File: src/hw/rtl/qtl_pkg.sv
// qtl_pkg: shared types, token codes and character classes of the query token lexer.
// Depends on nothing; the other lexer files but qtl_fifo refer to it by scoped names.

package qtl_pkg;

	// default width of byte positions
	localparam int POS_WIDTH_DEF = 16;

	// queue depths
	localparam int IN_DEPTH  = 2;
	localparam int OUT_DEPTH = 4;

	// token kinds
	localparam logic [4:0] K_LPAREN  = 5'd0;
	localparam logic [4:0] K_RPAREN  = 5'd1;
	localparam logic [4:0] K_LBRACE  = 5'd2;
	localparam logic [4:0] K_RBRACE  = 5'd3;
	localparam logic [4:0] K_LBRACK  = 5'd4;
	localparam logic [4:0] K_RBRACK  = 5'd5;
	localparam logic [4:0] K_COMMA   = 5'd6;
	localparam logic [4:0] K_COLON   = 5'd7;
	localparam logic [4:0] K_STRING  = 5'd8;
	localparam logic [4:0] K_LE      = 5'd9;
	localparam logic [4:0] K_LT      = 5'd10;
	localparam logic [4:0] K_GE      = 5'd11;
	localparam logic [4:0] K_GT      = 5'd12;
	localparam logic [4:0] K_EQ      = 5'd13;
	localparam logic [4:0] K_TRUE    = 5'd14;
	localparam logic [4:0] K_FALSE   = 5'd15;
	localparam logic [4:0] K_IDENT   = 5'd16;
	localparam logic [4:0] K_INTEGER = 5'd17;
	localparam logic [4:0] K_FLOAT   = 5'd18;
	localparam logic [4:0] K_DOT     = 5'd19;
	localparam logic [4:0] K_END     = 5'd20;
	localparam logic [4:0] K_ERROR   = 5'd21;

	// keyword progress codes
	localparam logic [3:0] KW_NONE    = 4'd0;
	localparam logic [3:0] KW_T       = 4'd1;
	localparam logic [3:0] KW_TR      = 4'd2;
	localparam logic [3:0] KW_TRU     = 4'd3;
	localparam logic [3:0] KW_TRUE    = 4'd4;
	localparam logic [3:0] KW_F       = 4'd5;
	localparam logic [3:0] KW_FA      = 4'd6;
	localparam logic [3:0] KW_FAL     = 4'd7;
	localparam logic [3:0] KW_FALS    = 4'd8;
	localparam logic [3:0] KW_FALSE   = 4'd9;

	// character class of one byte
	typedef struct packed {
		logic dig;
		logic alpha;
		logic ws;
	} cls_t;

	// classified request as it travels through the input queue (position kept apart)
	typedef struct packed {
		logic       eot;
		logic [7:0] ch;
		cls_t       cls;
	} hdr_t;

	// one result token
	typedef struct packed {
		logic [4:0]  kind;
		logic [15:0] start;
		logic [15:0] len;
		logic        last;
	} tok_t;

	function automatic cls_t classify(input logic [7:0] c);
		cls_t r;
		r.dig   = (c >= "0") && (c <= "9");
		r.alpha = ((c >= "a") && (c <= "z")) || ((c >= "A") && (c <= "Z")) || (c == "_");
		r.ws    = (c == " ") || (c == 8'h09) || (c == 8'h0D) || (c == 8'h0A);
		return r;
	endfunction

	// advance keyword match for "true" / "false"
	function automatic logic [3:0] kw_next(input logic [3:0] k, input logic [7:0] c);
		logic [3:0] r;
		r = KW_NONE;
		case (k)
			KW_T:    if (c == "r") r = KW_TR;
			KW_TR:   if (c == "u") r = KW_TRU;
			KW_TRU:  if (c == "e") r = KW_TRUE;
			KW_F:    if (c == "a") r = KW_FA;
			KW_FA:   if (c == "l") r = KW_FAL;
			KW_FAL:  if (c == "s") r = KW_FALS;
			KW_FALS: if (c == "e") r = KW_FALSE;
			default: r = KW_NONE;
		endcase
		return r;
	endfunction

endpackage

File: src/hw/rtl/query_token_lexer.sv
// query_token_lexer: streaming lexer, top level.
// Depends on qtl_pkg, qtl_fifo, qtl_front and qtl_back.
//
// Usage:
//   Input channel: a request (kind, character) is taken at a clock edge with push high and
//   full low. kind 0 carries a text byte, kind 1 the end-of-text mark.
//   Result channel: while empty is low, the oldest token is on token_code, token_start,
//   token_length and last_of_run; it is taken at an edge with pop high. last_of_run marks
//   the final token caused by one request.
//   Path: a request passes the input queue, the scanner and the token queue. A token closed
//   by a later byte is staged until it is known whether it is the last of its request; a
//   byte that ends an incomplete signed exponent gives its last token only after both held
//   bytes are replayed.
//   Throughput: one scan step per cycle in the back end while the token queue has room and
//   no final staged token waits. A byte that closes the open token is scanned again from
//   the idle state, and an incomplete float exponent rescans each held byte (one or two).
//   A two-entry input queue and a four-entry token queue decouple the sides: when the
//   receiver stalls, tokens collect in the token queue, then the scanner waits, then
//   full rises. Nothing is lost.
//   Reset (arst_n low) empties both queues and returns the scanner and the byte position
//   to the start of a text. No memory clearing pass is needed.

module query_token_lexer #(
	parameter int POSITION_WIDTH = qtl_pkg::POS_WIDTH_DEF
) (
	input  logic        clk,
	input  logic        arst_n,
	input  logic        push,
	output logic        full,
	input  logic        kind,
	input  logic [7:0]  character,
	output logic        empty,
	input  logic        pop,
	output logic [4:0]  token_code,
	output logic [15:0] token_start,
	output logic [15:0] token_length,
	output logic        last_of_run
);

	localparam int IW = POSITION_WIDTH + $bits(qtl_pkg::hdr_t);
	localparam int TW = $bits(qtl_pkg::tok_t);

	logic          in_push, in_full, in_empty, in_pop;
	logic [IW-1:0] in_wdata, in_rdata;
	logic          out_push, out_full;
	qtl_pkg::tok_t out_tok, out_head;
	logic [TW-1:0] out_rdata;

	qtl_front #(.PW(POSITION_WIDTH)) u_front (
		.clk       (clk),
		.arst_n    (arst_n),
		.push      (push),
		.kind      (kind),
		.character (character),
		.full      (full),
		.q_full    (in_full),
		.q_push    (in_push),
		.q_data    (in_wdata)
	);

	qtl_fifo #(.W(IW), .D(qtl_pkg::IN_DEPTH)) u_in_q (
		.clk    (clk),
		.arst_n (arst_n),
		.push   (in_push),
		.wdata  (in_wdata),
		.full   (in_full),
		.pop    (in_pop),
		.rdata  (in_rdata),
		.empty  (in_empty)
	);

	qtl_back #(.PW(POSITION_WIDTH)) u_back (
		.clk      (clk),
		.arst_n   (arst_n),
		.in_valid (!in_empty),
		.in_data  (in_rdata),
		.in_pop   (in_pop),
		.out_full (out_full),
		.out_push (out_push),
		.out_tok  (out_tok)
	);

	qtl_fifo #(.W(TW), .D(qtl_pkg::OUT_DEPTH)) u_out_q (
		.clk    (clk),
		.arst_n (arst_n),
		.push   (out_push),
		.wdata  (out_tok),
		.full   (out_full),
		.pop    (pop),
		.rdata  (out_rdata),
		.empty  (empty)
	);

	assign out_head     = out_rdata;
	assign token_code   = out_head.kind;
	assign token_start  = out_head.start;
	assign token_length = out_head.len;
	assign last_of_run  = out_head.last;

`ifndef SYNTHESIS
	// the scanner never writes a token into a full token queue
	a_no_out_overflow: assert property (@(posedge clk) disable iff (!arst_n)
		!(out_push && out_full)) else $error("token written into full queue");

	// the scanner only takes requests that are present
	a_no_in_underflow: assert property (@(posedge clk) disable iff (!arst_n)
		!(in_pop && in_empty)) else $error("request taken from empty queue");

	// a full input queue holds off the sender in the same cycle
	a_full_blocks: assert property (@(posedge clk) disable iff (!arst_n)
		in_full |-> !in_push) else $error("request written into full input queue");
`endif

endmodule

File: src/hw/rtl/qtl_fifo.sv
// qtl_fifo: small register queue used between the lexer stages.
// Depends on nothing.

module qtl_fifo #(
	parameter int W = 8,
	parameter int D = 2
) (
	input  logic         clk,
	input  logic         arst_n,
	input  logic         push,
	input  logic [W-1:0] wdata,
	output logic         full,
	input  logic         pop,
	output logic [W-1:0] rdata,
	output logic         empty
);

	localparam int AW = (D > 1) ? $clog2(D) : 1;
	localparam int CW = $clog2(D + 1);

	logic [W-1:0]  mem_q [D];
	logic [AW-1:0] wr_q, rd_q;
	logic [CW-1:0] cnt_q;
	logic          do_push, do_pop;

	assign full    = (cnt_q == CW'(D));
	assign empty   = (cnt_q == '0);
	assign do_push = push && !full;
	assign do_pop  = pop && !empty;
	assign rdata   = mem_q[rd_q];

	// storage
	always_ff @(posedge clk) begin
		if (do_push) begin
			mem_q[wr_q] <= wdata;
		end
	end

	// pointers and fill count
	always_ff @(posedge clk or negedge arst_n) begin
		if (!arst_n) begin
			wr_q  <= '0;
			rd_q  <= '0;
			cnt_q <= '0;
		end else begin
			if (do_push) begin
				wr_q <= (wr_q == AW'(D - 1)) ? '0 : wr_q + 1'b1;
			end
			if (do_pop) begin
				rd_q <= (rd_q == AW'(D - 1)) ? '0 : rd_q + 1'b1;
			end
			if (do_push && !do_pop) begin
				cnt_q <= cnt_q + 1'b1;
			end else if (do_pop && !do_push) begin
				cnt_q <= cnt_q - 1'b1;
			end
		end
	end

endmodule

File: src/hw/rtl/qtl_front.sv
// qtl_front: accepts requests, classifies the byte and stamps its position.
// Depends on qtl_pkg.

module qtl_front #(
	parameter int PW = qtl_pkg::POS_WIDTH_DEF
) (
	input  logic                              clk,
	input  logic                              arst_n,
	input  logic                              push,
	input  logic                              kind,
	input  logic [7:0]                        character,
	output logic                              full,
	input  logic                              q_full,
	output logic                              q_push,
	output logic [PW+$bits(qtl_pkg::hdr_t)-1:0] q_data
);

	logic [PW-1:0]  pos_q;
	qtl_pkg::hdr_t  hdr;

	assign full   = q_full;
	assign q_push = push && !q_full;

	// classify; the end mark matches no class
	always_comb begin
		hdr.eot = kind;
		hdr.ch  = character;
		hdr.cls = kind ? '0 : qtl_pkg::classify(character);
	end

	assign q_data = {pos_q, hdr};

	// saturating byte position, back to zero after the end mark
	always_ff @(posedge clk or negedge arst_n) begin
		if (!arst_n) begin
			pos_q <= '0;
		end else if (q_push) begin
			if (kind) begin
				pos_q <= '0;
			end else if (pos_q != '1) begin
				pos_q <= pos_q + 1'b1;
			end
		end
	end

endmodule

File: src/hw/rtl/qtl_back.sv
// qtl_back: lexer FSM; one step a cycle unless stalled; held-byte replay; token staging.
// Depends on qtl_pkg.

module qtl_back #(
	parameter int PW = qtl_pkg::POS_WIDTH_DEF
) (
	input  logic                                clk,
	input  logic                                arst_n,
	input  logic                                in_valid,
	input  logic [PW+$bits(qtl_pkg::hdr_t)-1:0] in_data,
	output logic                                in_pop,
	input  logic                                out_full,
	output logic                                out_push,
	output qtl_pkg::tok_t                       out_tok
);

	localparam int HB = $bits(qtl_pkg::hdr_t);
	localparam int EW = (PW > 16) ? PW : 17;

	typedef enum logic [15:0] {
		S_IDLE     = 16'h0001,
		S_LT       = 16'h0002,
		S_GT       = 16'h0004,
		S_STR      = 16'h0008,
		S_STR_ESC  = 16'h0010,
		S_IDENT    = 16'h0020,
		S_MINUS    = 16'h0040,
		S_PLUS     = 16'h0080,
		S_SIGN_DOT = 16'h0100,
		S_DOT      = 16'h0200,
		S_INT      = 16'h0400,
		S_MANT     = 16'h0800,
		S_FRAC     = 16'h1000,
		S_EXP_E    = 16'h2000,
		S_EXP_SIGN = 16'h4000,
		S_EXP_DIG  = 16'h8000
	} state_t;

	typedef enum logic [1:0] {
		RP_NONE = 2'd0,
		RP_H0   = 2'd1,
		RP_H1   = 2'd2
	} replay_t;

	function automatic logic [15:0] clamp16(input logic [PW-1:0] v);
		logic [EW-1:0] w;
		w = EW'(v);
		return (w > EW'(16'hFFFF)) ? 16'hFFFF : w[15:0];
	endfunction

	function automatic logic [PW-1:0] sat_inc(input logic [PW-1:0] v);
		return (v == '1) ? v : v + 1'b1;
	endfunction

	function automatic logic [PW-1:0] span(input logic [PW-1:0] b, input logic [PW-1:0] e);
		return (e >= b) ? e - b : '0;
	endfunction

	state_t        st_q, st_n;
	replay_t       rp_q, rp_n;
	logic [PW-1:0] tb_q, tb_n, ep_q, ep_n;
	logic [7:0]    h0_q, h0_n, h1_q, h1_n;
	logic [3:0]    kw_q, kw_n;
	logic          err_q, err_n, two_q, two_n;
	qtl_pkg::tok_t pend_q;
	logic          pend_v_q, pend_fin_q;

	qtl_pkg::hdr_t hdr;
	logic [PW-1:0] ipos;
	logic [7:0]    c;
	logic          eot;
	qtl_pkg::cls_t cls;
	logic [PW-1:0] p;

	logic          go, flush, emit, ret, fin;
	logic [4:0]    ekind;
	logic [PW-1:0] estart, elen;
	qtl_pkg::tok_t etok;

	assign hdr  = in_data[HB-1:0];
	assign ipos = in_data[PW+HB-1:HB];

	// current symbol: queue head or a replayed held byte
	always_comb begin
		case (rp_q)
			RP_H0: begin
				c = h0_q; eot = 1'b0; cls = qtl_pkg::classify(h0_q); p = ep_q;
			end
			RP_H1: begin
				c = h1_q; eot = 1'b0; cls = qtl_pkg::classify(h1_q); p = sat_inc(ep_q);
			end
			default: begin
				c = hdr.ch; eot = hdr.eot; cls = hdr.cls; p = ipos;
			end
		endcase
	end

	assign flush = pend_v_q && pend_fin_q && !out_full;
	assign go    = !out_full && !(pend_v_q && pend_fin_q) && ((rp_q != RP_NONE) || in_valid);

	// one scan step
	always_comb begin
		st_n = st_q; rp_n = rp_q; tb_n = tb_q; ep_n = ep_q;
		h0_n = h0_q; h1_n = h1_q; kw_n = kw_q; err_n = err_q; two_n = two_q;
		emit = 1'b0; ret = 1'b0;
		ekind = qtl_pkg::K_ERROR; estart = tb_q; elen = '0;
		if (rp_q == RP_NONE && err_q) begin
			ret = 1'b1;
		end else begin
			case (st_q)
				S_IDLE: begin
					tb_n   = p;
					estart = p;
					ret    = 1'b1;
					elen   = PW'(1);
					if (eot) begin
						emit = 1'b1; ekind = qtl_pkg::K_END; elen = '0;
					end else if (cls.ws) begin
						emit = 1'b0;
					end else if (cls.alpha) begin
						kw_n = (c == "t") ? qtl_pkg::KW_T :
							((c == "f") ? qtl_pkg::KW_F : qtl_pkg::KW_NONE);
						st_n = S_IDENT;
					end else if (cls.dig) begin
						st_n = S_INT;
					end else begin
						case (c)
							"(": begin emit = 1'b1; ekind = qtl_pkg::K_LPAREN; end
							")": begin emit = 1'b1; ekind = qtl_pkg::K_RPAREN; end
							"{": begin emit = 1'b1; ekind = qtl_pkg::K_LBRACE; end
							"}": begin emit = 1'b1; ekind = qtl_pkg::K_RBRACE; end
							"[": begin emit = 1'b1; ekind = qtl_pkg::K_LBRACK; end
							"]": begin emit = 1'b1; ekind = qtl_pkg::K_RBRACK; end
							",": begin emit = 1'b1; ekind = qtl_pkg::K_COMMA; end
							":": begin emit = 1'b1; ekind = qtl_pkg::K_COLON; end
							"=": begin emit = 1'b1; ekind = qtl_pkg::K_EQ; end
							"\"": st_n = S_STR;
							"<": st_n = S_LT;
							">": st_n = S_GT;
							"-": st_n = S_MINUS;
							"+": st_n = S_PLUS;
							".": st_n = S_DOT;
							default: begin
								emit = 1'b1; ekind = qtl_pkg::K_ERROR; elen = '0;
								err_n = 1'b1;
							end
						endcase
					end
				end
				S_LT, S_GT: begin
					emit = 1'b1;
					st_n = S_IDLE;
					if (!eot && c == "=") begin
						ekind = (st_q == S_LT) ? qtl_pkg::K_LE : qtl_pkg::K_GE;
						elen  = span(tb_q, sat_inc(p));
						ret   = 1'b1;
					end else begin
						ekind = (st_q == S_LT) ? qtl_pkg::K_LT : qtl_pkg::K_GT;
						elen  = span(tb_q, p);
					end
				end
				S_STR: begin
					ret = 1'b1;
					if (eot) begin
						emit = 1'b1; err_n = 1'b1; st_n = S_IDLE;
					end else if (c == "\\") begin
						st_n = S_STR_ESC;
					end else if (c == "\"") begin
						emit = 1'b1; ekind = qtl_pkg::K_STRING;
						elen = span(tb_q, sat_inc(p)); st_n = S_IDLE;
					end
				end
				S_STR_ESC: begin
					ret = 1'b1;
					if (eot || c == 8'h0A || c == 8'h0D) begin
						emit = 1'b1; err_n = 1'b1; st_n = S_IDLE;
					end else begin
						st_n = S_STR;
					end
				end
				S_IDENT: begin
					if (cls.alpha || cls.dig) begin
						kw_n = qtl_pkg::kw_next(kw_q, c);
						ret  = 1'b1;
					end else begin
						emit  = 1'b1;
						ekind = (kw_q == qtl_pkg::KW_TRUE) ? qtl_pkg::K_TRUE :
							((kw_q == qtl_pkg::KW_FALSE) ? qtl_pkg::K_FALSE : qtl_pkg::K_IDENT);
						elen  = span(tb_q, p);
						st_n  = S_IDLE;
					end
				end
				S_MINUS, S_PLUS: begin
					ret = 1'b1;
					if (cls.dig) begin
						st_n = (st_q == S_MINUS) ? S_INT : S_MANT;
					end else if (!eot && c == ".") begin
						st_n = S_SIGN_DOT;
					end else begin
						emit = 1'b1; err_n = 1'b1; st_n = S_IDLE;
					end
				end
				S_SIGN_DOT: begin
					ret = 1'b1;
					if (cls.dig) begin
						st_n = S_FRAC;
					end else begin
						emit = 1'b1; err_n = 1'b1; st_n = S_IDLE;
					end
				end
				S_DOT: begin
					if (cls.dig) begin
						ret = 1'b1; st_n = S_FRAC;
					end else begin
						emit = 1'b1; ekind = qtl_pkg::K_DOT; elen = span(tb_q, p); st_n = S_IDLE;
					end
				end
				S_INT: begin
					if (cls.dig) begin
						ret = 1'b1;
					end else if (!eot && c == ".") begin
						ret = 1'b1; st_n = S_FRAC;
					end else begin
						emit = 1'b1; ekind = qtl_pkg::K_INTEGER; elen = span(tb_q, p);
						st_n = S_IDLE;
					end
				end
				S_MANT, S_FRAC: begin
					if (cls.dig) begin
						ret = 1'b1;
					end else if (!eot && c == "." && st_q == S_MANT) begin
						ret = 1'b1; st_n = S_FRAC;
					end else if (!eot && (c == "e" || c == "E")) begin
						ret = 1'b1; h0_n = c; ep_n = p; st_n = S_EXP_E;
					end else begin
						emit = 1'b1; ekind = qtl_pkg::K_FLOAT; elen = span(tb_q, p);
						st_n = S_IDLE;
					end
				end
				S_EXP_E, S_EXP_SIGN: begin
					if (cls.dig) begin
						ret = 1'b1; st_n = S_EXP_DIG;
					end else if (st_q == S_EXP_E && !eot && (c == "+" || c == "-")) begin
						ret = 1'b1; h1_n = c; st_n = S_EXP_SIGN;
					end else begin
						// incomplete exponent: close the float before the letter, replay held bytes
						emit  = 1'b1; ekind = qtl_pkg::K_FLOAT; elen = span(tb_q, ep_q);
						st_n  = S_IDLE;
						rp_n  = RP_H0;
						two_n = (st_q == S_EXP_SIGN);
					end
				end
				S_EXP_DIG: begin
					if (cls.dig) begin
						ret = 1'b1;
					end else begin
						emit = 1'b1; ekind = qtl_pkg::K_FLOAT; elen = span(tb_q, p);
						st_n = S_IDLE;
					end
				end
				default: begin
					st_n = S_IDLE;
				end
			endcase
		end
		// replay bookkeeping
		if (ret) begin
			case (rp_q)
				RP_H0:   rp_n = two_q ? RP_H1 : RP_NONE;
				RP_H1:   rp_n = RP_NONE;
				default: rp_n = RP_NONE;
			endcase
		end
		// end mark returns state, keyword and error flags to reset values, positions to zero
		if (ret && rp_q == RP_NONE && eot) begin
			st_n = S_IDLE; tb_n = '0; ep_n = '0; kw_n = qtl_pkg::KW_NONE;
			err_n = 1'b0; two_n = 1'b0;
		end
	end

	// the request itself is used up; a replayed held byte is not
	assign fin = ret && (rp_q == RP_NONE);

	always_comb begin
		etok.kind  = ekind;
		etok.start = clamp16(estart);
		etok.len   = clamp16(elen);
		etok.last  = 1'b0;
	end

	// token staging: the newest token waits until it is known whether it is the last one
	always_comb begin
		out_push = 1'b0;
		out_tok  = pend_q;
		if (flush) begin
			out_push     = 1'b1;
			out_tok.last = 1'b1;
		end else if (go) begin
			if (emit) begin
				if (pend_v_q) begin
					out_push = 1'b1;
				end else if (fin) begin
					out_push     = 1'b1;
					out_tok      = etok;
					out_tok.last = 1'b1;
				end
			end else if (fin && pend_v_q) begin
				out_push     = 1'b1;
				out_tok.last = 1'b1;
			end
		end
	end

	assign in_pop = go && fin;

	// payload registers
	always_ff @(posedge clk) begin
		if (go) begin
			tb_q <= tb_n; ep_q <= ep_n; h0_q <= h0_n; h1_q <= h1_n;
		end
		if (go && emit) begin
			pend_q <= etok;
		end
	end

	// control registers
	always_ff @(posedge clk or negedge arst_n) begin
		if (!arst_n) begin
			st_q       <= S_IDLE;
			rp_q       <= RP_NONE;
			kw_q       <= qtl_pkg::KW_NONE;
			err_q      <= 1'b0;
			two_q      <= 1'b0;
			pend_v_q   <= 1'b0;
			pend_fin_q <= 1'b0;
		end else if (flush) begin
			pend_v_q   <= 1'b0;
			pend_fin_q <= 1'b0;
		end else if (go) begin
			st_q  <= st_n;
			rp_q  <= rp_n;
			kw_q  <= kw_n;
			err_q <= err_n;
			two_q <= two_n;
			if (emit) begin
				if (pend_v_q || !fin) begin
					pend_v_q   <= 1'b1;
					pend_fin_q <= fin;
				end
			end else if (fin) begin
				pend_v_q   <= 1'b0;
				pend_fin_q <= 1'b0;
			end
		end
	end

endmodule

File: config.mk
export PLATFORM = sky130hd
export DESIGN_NAME = query_token_lexer
export DESIGN_NICKNAME = d
export VERILOG_FILES = /design/src/hw/rtl/qtl_pkg.sv /design/src/hw/rtl/query_token_lexer.sv /design/src/hw/rtl/qtl_fifo.sv /design/src/hw/rtl/qtl_front.sv /design/src/hw/rtl/qtl_back.sv
export SDC_FILE = /design/constraint.sdc
export NUM_CORES = 1
export LEC_CHECK = 0
export ABC_AREA = 1
export BUFFER_PORTS_ARGS = -buffer_cell sky130_fd_sc_hd__buf_2
export CORE_ASPECT_RATIO = 1.1
export CORE_UTILIZATION = 42
export CTS_CLUSTER_DIAMETER = 150
export DETAILED_ROUTE_END_ITERATION = 16
export GPL_ROUTABILITY_DRIVEN = 0
export GPL_TIMING_DRIVEN = 1
export PLACE_DENSITY = 0.59
export SLEW_MARGIN = 20
export SYNTH_ARGS = -nofsm -noshare
export SYNTH_HDL_FRONTEND = slang
export SYNTH_SLANG_ARGS = --single-unit
File: constraint.sdc
create_clock -name clk -period 5.2 [get_ports clk]
set_input_delay 1.04 -clock clk [delete_from_list [all_inputs] [get_ports clk]]
set_output_delay 1.04 -clock clk [all_outputs]
set_load 0.005 [all_outputs]
==> results of run 1 <==
-- cell usage after synthesis, types with 4 or more instances --
cell	count	share of area, %
or2_2	7	0.21
buf_4	7	0.25
nor3b_1	4	0.14
buf_6	10	0.53
ha_1	62	3.7
a21oi_1	101	2.4
edfxtp_1	293	41
nand2_2	28	0.83
o2111ai_1	5	0.21
a21o_1	4	0.14
o21ai_2	7	0.29
nand2_1	647	11
nor2_1	304	5.4
inv_2	16	0.28
nand4_1	34	1.0
nand3b_1	13	0.46
nor2_2	26	0.77
o21ai_1	8	0.19
nor4_1	9	0.27
nand2_4	6	0.32
buf_2	13	0.31
nand3_2	7	0.33
nor2_4	7	0.37
a31oi_1	7	0.21
o21ai_0	189	4.5
fa_1	4	0.38
o31ai_1	5	0.18
clkinv_1	4	0.071
xnor2_1	12	0.50
nor3_1	63	1.5
dfrtp_1	52	6.1
o21bai_1	6	0.21
o211ai_1	13	0.46
nand3_1	198	4.7
o22ai_1	43	1.3
inv_1	274	4.8
a21boi_0	6	0.21
clkbuf_1	28	0.50
a211oi_1	5	0.18
xor2_1	31	1.3
-- logic make-up (layout without fill, tap and decap cells) --
| kind of cell | Yosys count | in the layout |
|---|---|---|
| XOR/XNOR | 43 | 43 |
| AO/OA/AOI/OAI | 413 | 413 |
| multiplexers | 1 | 1 |
| adder cells (fa/ha/maj) | 66 | 66 |
| flip-flops | 346 | 346 |
| AND/OR/NAND/NOR | 1362 | 1362 |
| buffers and inverters | 360 | 515 |
-- cell type report --
type / count / area, um^2
inverters: 297 / 1130
repair buffers: 142 / 936
fillers: 4867 / 25900
flip-flops and latches: 346 / 10100
well taps: 660 / 826
clock buffers: 48 / 1070
multi-input cells: 1885 / 9770
clock inverters: 28 / 308
-- worst max-delay path by stage --
| stage | depth (start not counted) | from | to |
|---|---|---|---|
| 2_1_floorplan | 18 | u_back.rp_q[0] | u_out_q.mem_q[0][0] |
| 3_5_place_dp | 34 | u_back.ep_q[0] | u_out_q.mem_q[2][3] |
| 5_1_grt | 34 | u_back.ep_q[0] | u_out_q.mem_q[3][16] |
| 3_3_place_gp | 34 | u_back.ep_q[1] | u_out_q.mem_q[3][14] |
| 4_1_cts | 34 | u_back.ep_q[0] | u_out_q.mem_q[2][3] |
| 6_report | 30 | u_back.ep_q[0] | u_out_q.mem_q[2][4] |
-- metrics by stage --
| stage | utilization [%] | setup WS, ns |
|---|---|---|
| global route | 48.3 | -0.107 |
| CTS | 47.9 | 0.0517 |
| floorplan | - | -0.259 |
| detailed placement | 45.1 | 0.0844 |
| finish | 48.3 | 0.215 |
| global placement | 45.1 | 0.175 |
-- per-layer routing --
| metal | global-route usage (%) | part of all wire [%] | vias to the layer above |
|---|---|---|---|
| li1 | - | - | 9015 |
| met1 | 32.3 | 44 | 8801 |
| met2 | 38.8 | 46 | 698 |
| met3 | 3.53 | 6.0 | 169 |
| met4 | 10.2 | 4.1 | 0 |
| met5 | 0 | 0 | - |
-- flip-flops by register name, indices dropped and copies added, names as in the netlist, 2 cells and up --
register and count:
u_out_q.mem_q 152, u_in_q.mem_q 56, u_back.pend_q 37, u_back.ep_q 16, u_back.st_q 16, u_back.tb_q 16
u_front.pos_q 16, u_back.h0_q 8, u_back.h1_q 8, u_back.kw_q 4, u_out_q.cnt_q 3, u_back.rp_q 2
u_in_q.cnt_q 2, u_out_q.rd_q 2, u_out_q.wr_q 2
-- power by group through the flow --
stage | clock network [uW] | registers, uW | logic, uW
finish | 2940 | 4040 | 10500
global route | 3130 | 4080 | 11500
CTS | 3020 | 4040 | 10100
detailed placement | 0 | 4090 | 10000
global placement | 0 | 4070 | 9950
floorplan | 0 | 4070 | 6720
-- timing repair --
action | CTS | global route
setup buffers | 0 | 11
hold buffers | 0 | 0
gates resized for setup | 0 | 41
setup endpoints to repair | 0 | 80
-- worst min-delay path, stage by stage (launching register included) --
cell and delay, ns:
dfrtp_1 0.34, nand2_1 0.05, nand2_1 0.05
==> results_dict.tcl, run 1 <==
set metrics [dict create \
    finalClockSkew_ns 0.0241 \
    comb_power_share_pct 60.1 \
    post_drt_wl_per_cell_um 18.1 \
    synthMuxAreaShare_pct 0.0531 \
    synth_warnings 0 \
    cp-start-kind "flop" \
    status "finished, final reports clean" \
    place_area_um2 22600 \
    gr-total-overflow 0 \
    tightest_slew_ns 1.05 \
    setup_viol 0 \
    hp-class "flop to flop" \
    synth_top_family_by_area "simple AND/OR/NAND/NOR gates" \
    synthCells 2591 \
    drcViolationCount 0 \
    cp.required_ns 5.63 \
    p_leak_uw 0.0105 \
    drive_above_1_share_pct 13.3 \
    r2r-start "u_back.ep_q[0]" \
    clock_latency_ns 0.58 \
    diodes 0 \
    clockBufferDepth 3 \
    initial_utilization_pct 42.4 \
    avgSynthCellArea_um2 8.19 \
    p_sw_share_pct 49.5 \
    totalWireLength_um 61800 \
    max-cap-violations 0 \
    path_class "flop to flop" \
    dp_hpwl_um 45400 \
    rr_endpoint "u_out_q.mem_q[2][4]" \
    synthSimpleGateAreaFrac_pct 28.2 \
    p_total_uw 17500 \
    seqPwrFrac_pct 23.1 \
    dpl.cell_count 3319 \
    fin_tns_setup_ns 0 \
    num_vias 18683 \
    ys.flop_type "edfxtp_1" \
    synthDistinctLibCells 63 \
    fmax_ghz 0.201 \
    viasPerCell 5.49 \
    dr.first_iter.drc_count 1706 \
    switchingPower_uw 8670 \
    hold_viol 0 \
    relSlewSlack_pct 30.1 \
    p_int_uw 8830 \
    nets 2792 \
    num_io_pins 53 \
    ir_drop_mv 0.347 \
    p_per_area_nw_per_um2 724 \
    crit_top_cell "nand2_1" \
    path_delay_family "simple AND/OR/NAND/NOR gates" \
    layout_commonest_cell "nand2_1" \
    grt_pass1_wl_um 98000 \
    root_buffer "clkbuf_16" \
    cts_buffers 41 \
    synth_area_um2 21200 \
    layout.cells.non_filler 3406 \
    critPathCaptureType "flop" \
    rrSetupSlack_ns 0.21 \
    synth_compound_area_share_pct 11.1 \
    min_period_over_period_pct 95.9 \
    synth_xor_area_share_pct 1.77 \
    drtPass1Iterations 6 \
    die_w_um 216 \
    antenna_found_initial 0 \
    hold_end "u_back.pend_fin_q" \
    drv_slew 0 \
    path_max_fanout 8 \
    grt_pass1_vias 17730 \
    reg2reg_depth 30 \
    final_cell_mix "nand2_1, nor2_1, edfxtp_1" \
    timing.critical_path.buf_inv 6 \
    clkTransAtPathRegs_ns 0.06 \
    seq_area_frac_synth_pct 47.7 \
    worstHoldPathCells 2 \
    async_flop_share_pct 15.3 \
    numPortBuffers 52 \
    clkPwrFrac_pct 16.8 \
    period_minus_slack_ns 4.99 \
    cts_tree "built" \
    synth-edff-count 293 \
    ys_seq_elements 346 \
    ant_nets 0 \
    chipHeight_um 238 \
    synthAdderAreaFrac_pct 4.03 \
    fin_area_um2 24200 \
    h-tree-depth 2 \
    crit_path_max_incr_delay_ns 0.40 \
    grt_usage_pct 24.1 \
    cp_slowest_cell "ha_1" \
    dieArea_um2 51400 \
    worst_hold_slack_ns 0.476 \
    syn-num-nets 2670 \
    grt_max_degree 79 \
    critPathArrivalTime_ns 5.42 \
    fp-row-count 86 \
    holdCritStartpoint "u_back.pend_fin_q" \
    area_growth_pct 13.9 \
    clock-sinks 346 \
    design.core.area_um2 50000 \
]
No activity file was read; power rests on OpenSTA's default activity.
==> run 2, diff against run 1 <==
--- a/config.mk
+++ b/config.mk
@@ -11,8 +11,8 @@
 export CORE_UTILIZATION = 42
 export CTS_CLUSTER_DIAMETER = 150
 export DETAILED_ROUTE_END_ITERATION = 16
-export GPL_ROUTABILITY_DRIVEN = 0
 export GPL_TIMING_DRIVEN = 1
+export MAX_ROUTING_LAYER = met4
 export PLACE_DENSITY = 0.59
 export SLEW_MARGIN = 20
 export SYNTH_ARGS = -nofsm -noshare
==> results_dict.tcl, run 2 (synthesized netlist as in run 1, its figures left out) <==
set metrics [dict create \
    status "finished, final reports clean" \
    startpoint "u_back.ep_q[1]" \
    rr_endpoint "u_out_q.mem_q[1][1]" \
    p_total_uw 17200 \
    final_cell_mix "nand2_1, nor2_1, edfxtp_1" \
    fin_tns_setup_ns 0 \
    h-tree-depth 2 \
    worst_hold_slack_ns 0.475 \
    clkTransAtPathRegs_ns 0.06 \
    fp-row-count 86 \
    die_w_um 216 \
    grt_pass1_wl_um 101000 \
    crit_path_max_incr_delay_ns 0.36 \
    relSlewSlack_pct 35.5 \
    period_minus_slack_ns 4.85 \
    max-cap-violations 0 \
    num_vias 18488 \
    clock_latency_ns 0.57 \
    root_buffer "clkbuf_16" \
    largest_reg_flops 152 \
    antenna_found_initial 0 \
    setup_viol 0 \
    drive_above_1_share_pct 12.9 \
    critPathArrivalTime_ns 5.14 \
    initial_utilization_pct 42.4 \
    grt_usage_pct 26.0 \
    fill_cells 4946 \
    hold_end "u_back.err_q" \
    path_class "flop to flop" \
    postCtsHoldBufs 0 \
    numPortBuffers 52 \
    fmax_ghz 0.206 \
    gr-total-overflow 0 \
    path_max_fanout 7 \
    final_util_pct 48.0 \
    finalClockSkew_ns 0.0212 \
    cts_buffers 39 \
    top_register "u_out_q.mem_q" \
    dp_hpwl_um 49500 \
    viasPerCell 5.43 \
    dr.first_iter.drc_count 1219 \
    rrSetupSlack_ns 0.35 \
    layout_commonest_cell "nand2_1" \
    reg2reg_depth 35 \
    holdCritStartpoint "u_back.err_q" \
    crit_top_cell "nand2_1" \
    r2r-start "u_back.ep_q[1]" \
    clock-sinks 346 \
    area_growth_pct 13.3 \
    tightest_slew_ns 0.963 \
    ant_nets 0 \
    critPathCaptureType "flop" \
    clockBufferDepth 3 \
    cts_tree "built" \
    drcViolationCount 0 \
    hold_viol 0 \
    grt_pass1_vias 17711 \
    multiInputGateArea_um2 9760 \
    top_regs "u_out_q.mem_q x152, u_in_q.mem_q x56, u_back.pend_q x37" \
    num_io_pins 53 \
    nets 2795 \
    cp_slowest_cell "fa_2" \
    cp-start-kind "flop" \
    min_period_over_period_pct 93.3 \
    drtPass1Iterations 6 \
    grt_max_degree 79 \
    register_area_um2 10100 \
    dieArea_um2 51400 \
    gp_congestion 1.02 \
    cp.required_ns 5.49 \
    p_leak_uw 0.0104 \
    worstHoldPathCells 2 \
    ir_drop_mv 0.419 \
    drv_slew 0 \
    diodes 0 \
    design.core.area_um2 50000 \
    post_drt_wl_per_cell_um 19.1 \
    p_per_area_nw_per_um2 717 \
    hp-class "flop to flop" \
    chipHeight_um 238 \
    totalWireLength_um 65100 \
]
==> run 2: critical path: cells and delay by family, from the launching register on <==
family	cells	cell delay (ns)
fa+ha+maj	3	0.76
compound gates	4	0.48
buf+inv	5	0.65
simple gates	22	2.17
flops	1	0.35
xor+xnor	1	0.16
==> run 2: cell type report <==
class / count / area share, %
inverters: 297 / 4.68
well taps: 660 / 3.44
flip-flops and latches: 346 / 42.1
repair buffers: 147 / 4.10
multi-input cells: 1885 / 40.6
clock buffers: 49 / 4.48
clock inverters: 20 / 0.562
==> run 2: repair_timing <==
item                       CTS  global route
setup endpoints to repair   28            80
gates resized for setup      1            30
buffers inserted             2             5
cloned                       0             0
pin swaps                    1             6
hold endpoints to repair     0             0
==> run 2: report_power, final <==
part           total (uW)  switching [uW]  internal, uW
Sequential           4030             185          3850
Clock                2630            1140          1480
Combinational       10600            7300          3280
Total               17200            8630          8600
==> run 2: metal layers <==
layer / vias up / track usage, % / share of wire (%)
met3: 141 / 3.01 / 5.0
li1: 9000 / - / -
met5: - / - / 0
met1: 8772 / 33.3 / 44
met4: 0 / 9.84 / 4.0
met2: 575 / 42.3 / 47
==> run 2: how the worst max path moves through the flow <==
stage | endpoint | cells after the start
floorplan | u_out_q.mem_q[0][0] | 18
global placement | u_out_q.mem_q[2][13] | 32
detailed placement | u_out_q.mem_q[2][13] | 33
CTS | u_out_q.mem_q[0][9] | 32
global route | u_out_q.mem_q[2][7] | 26
finish | u_out_q.mem_q[1][1] | 35
==> run 2: through the flow <==
stage | cell area [um^2] | setup WS, ns | instances
floorplan | 21200 | -0.259 | 2591
global placement | 22700 | 0.0773 | 3328
detailed placement | 22700 | -0.0305 | 3328
CTS | 23900 | 0.0950 | 3399
global route | 24000 | -0.0878 | 3404
finish | 24000 | 0.346 | 3404
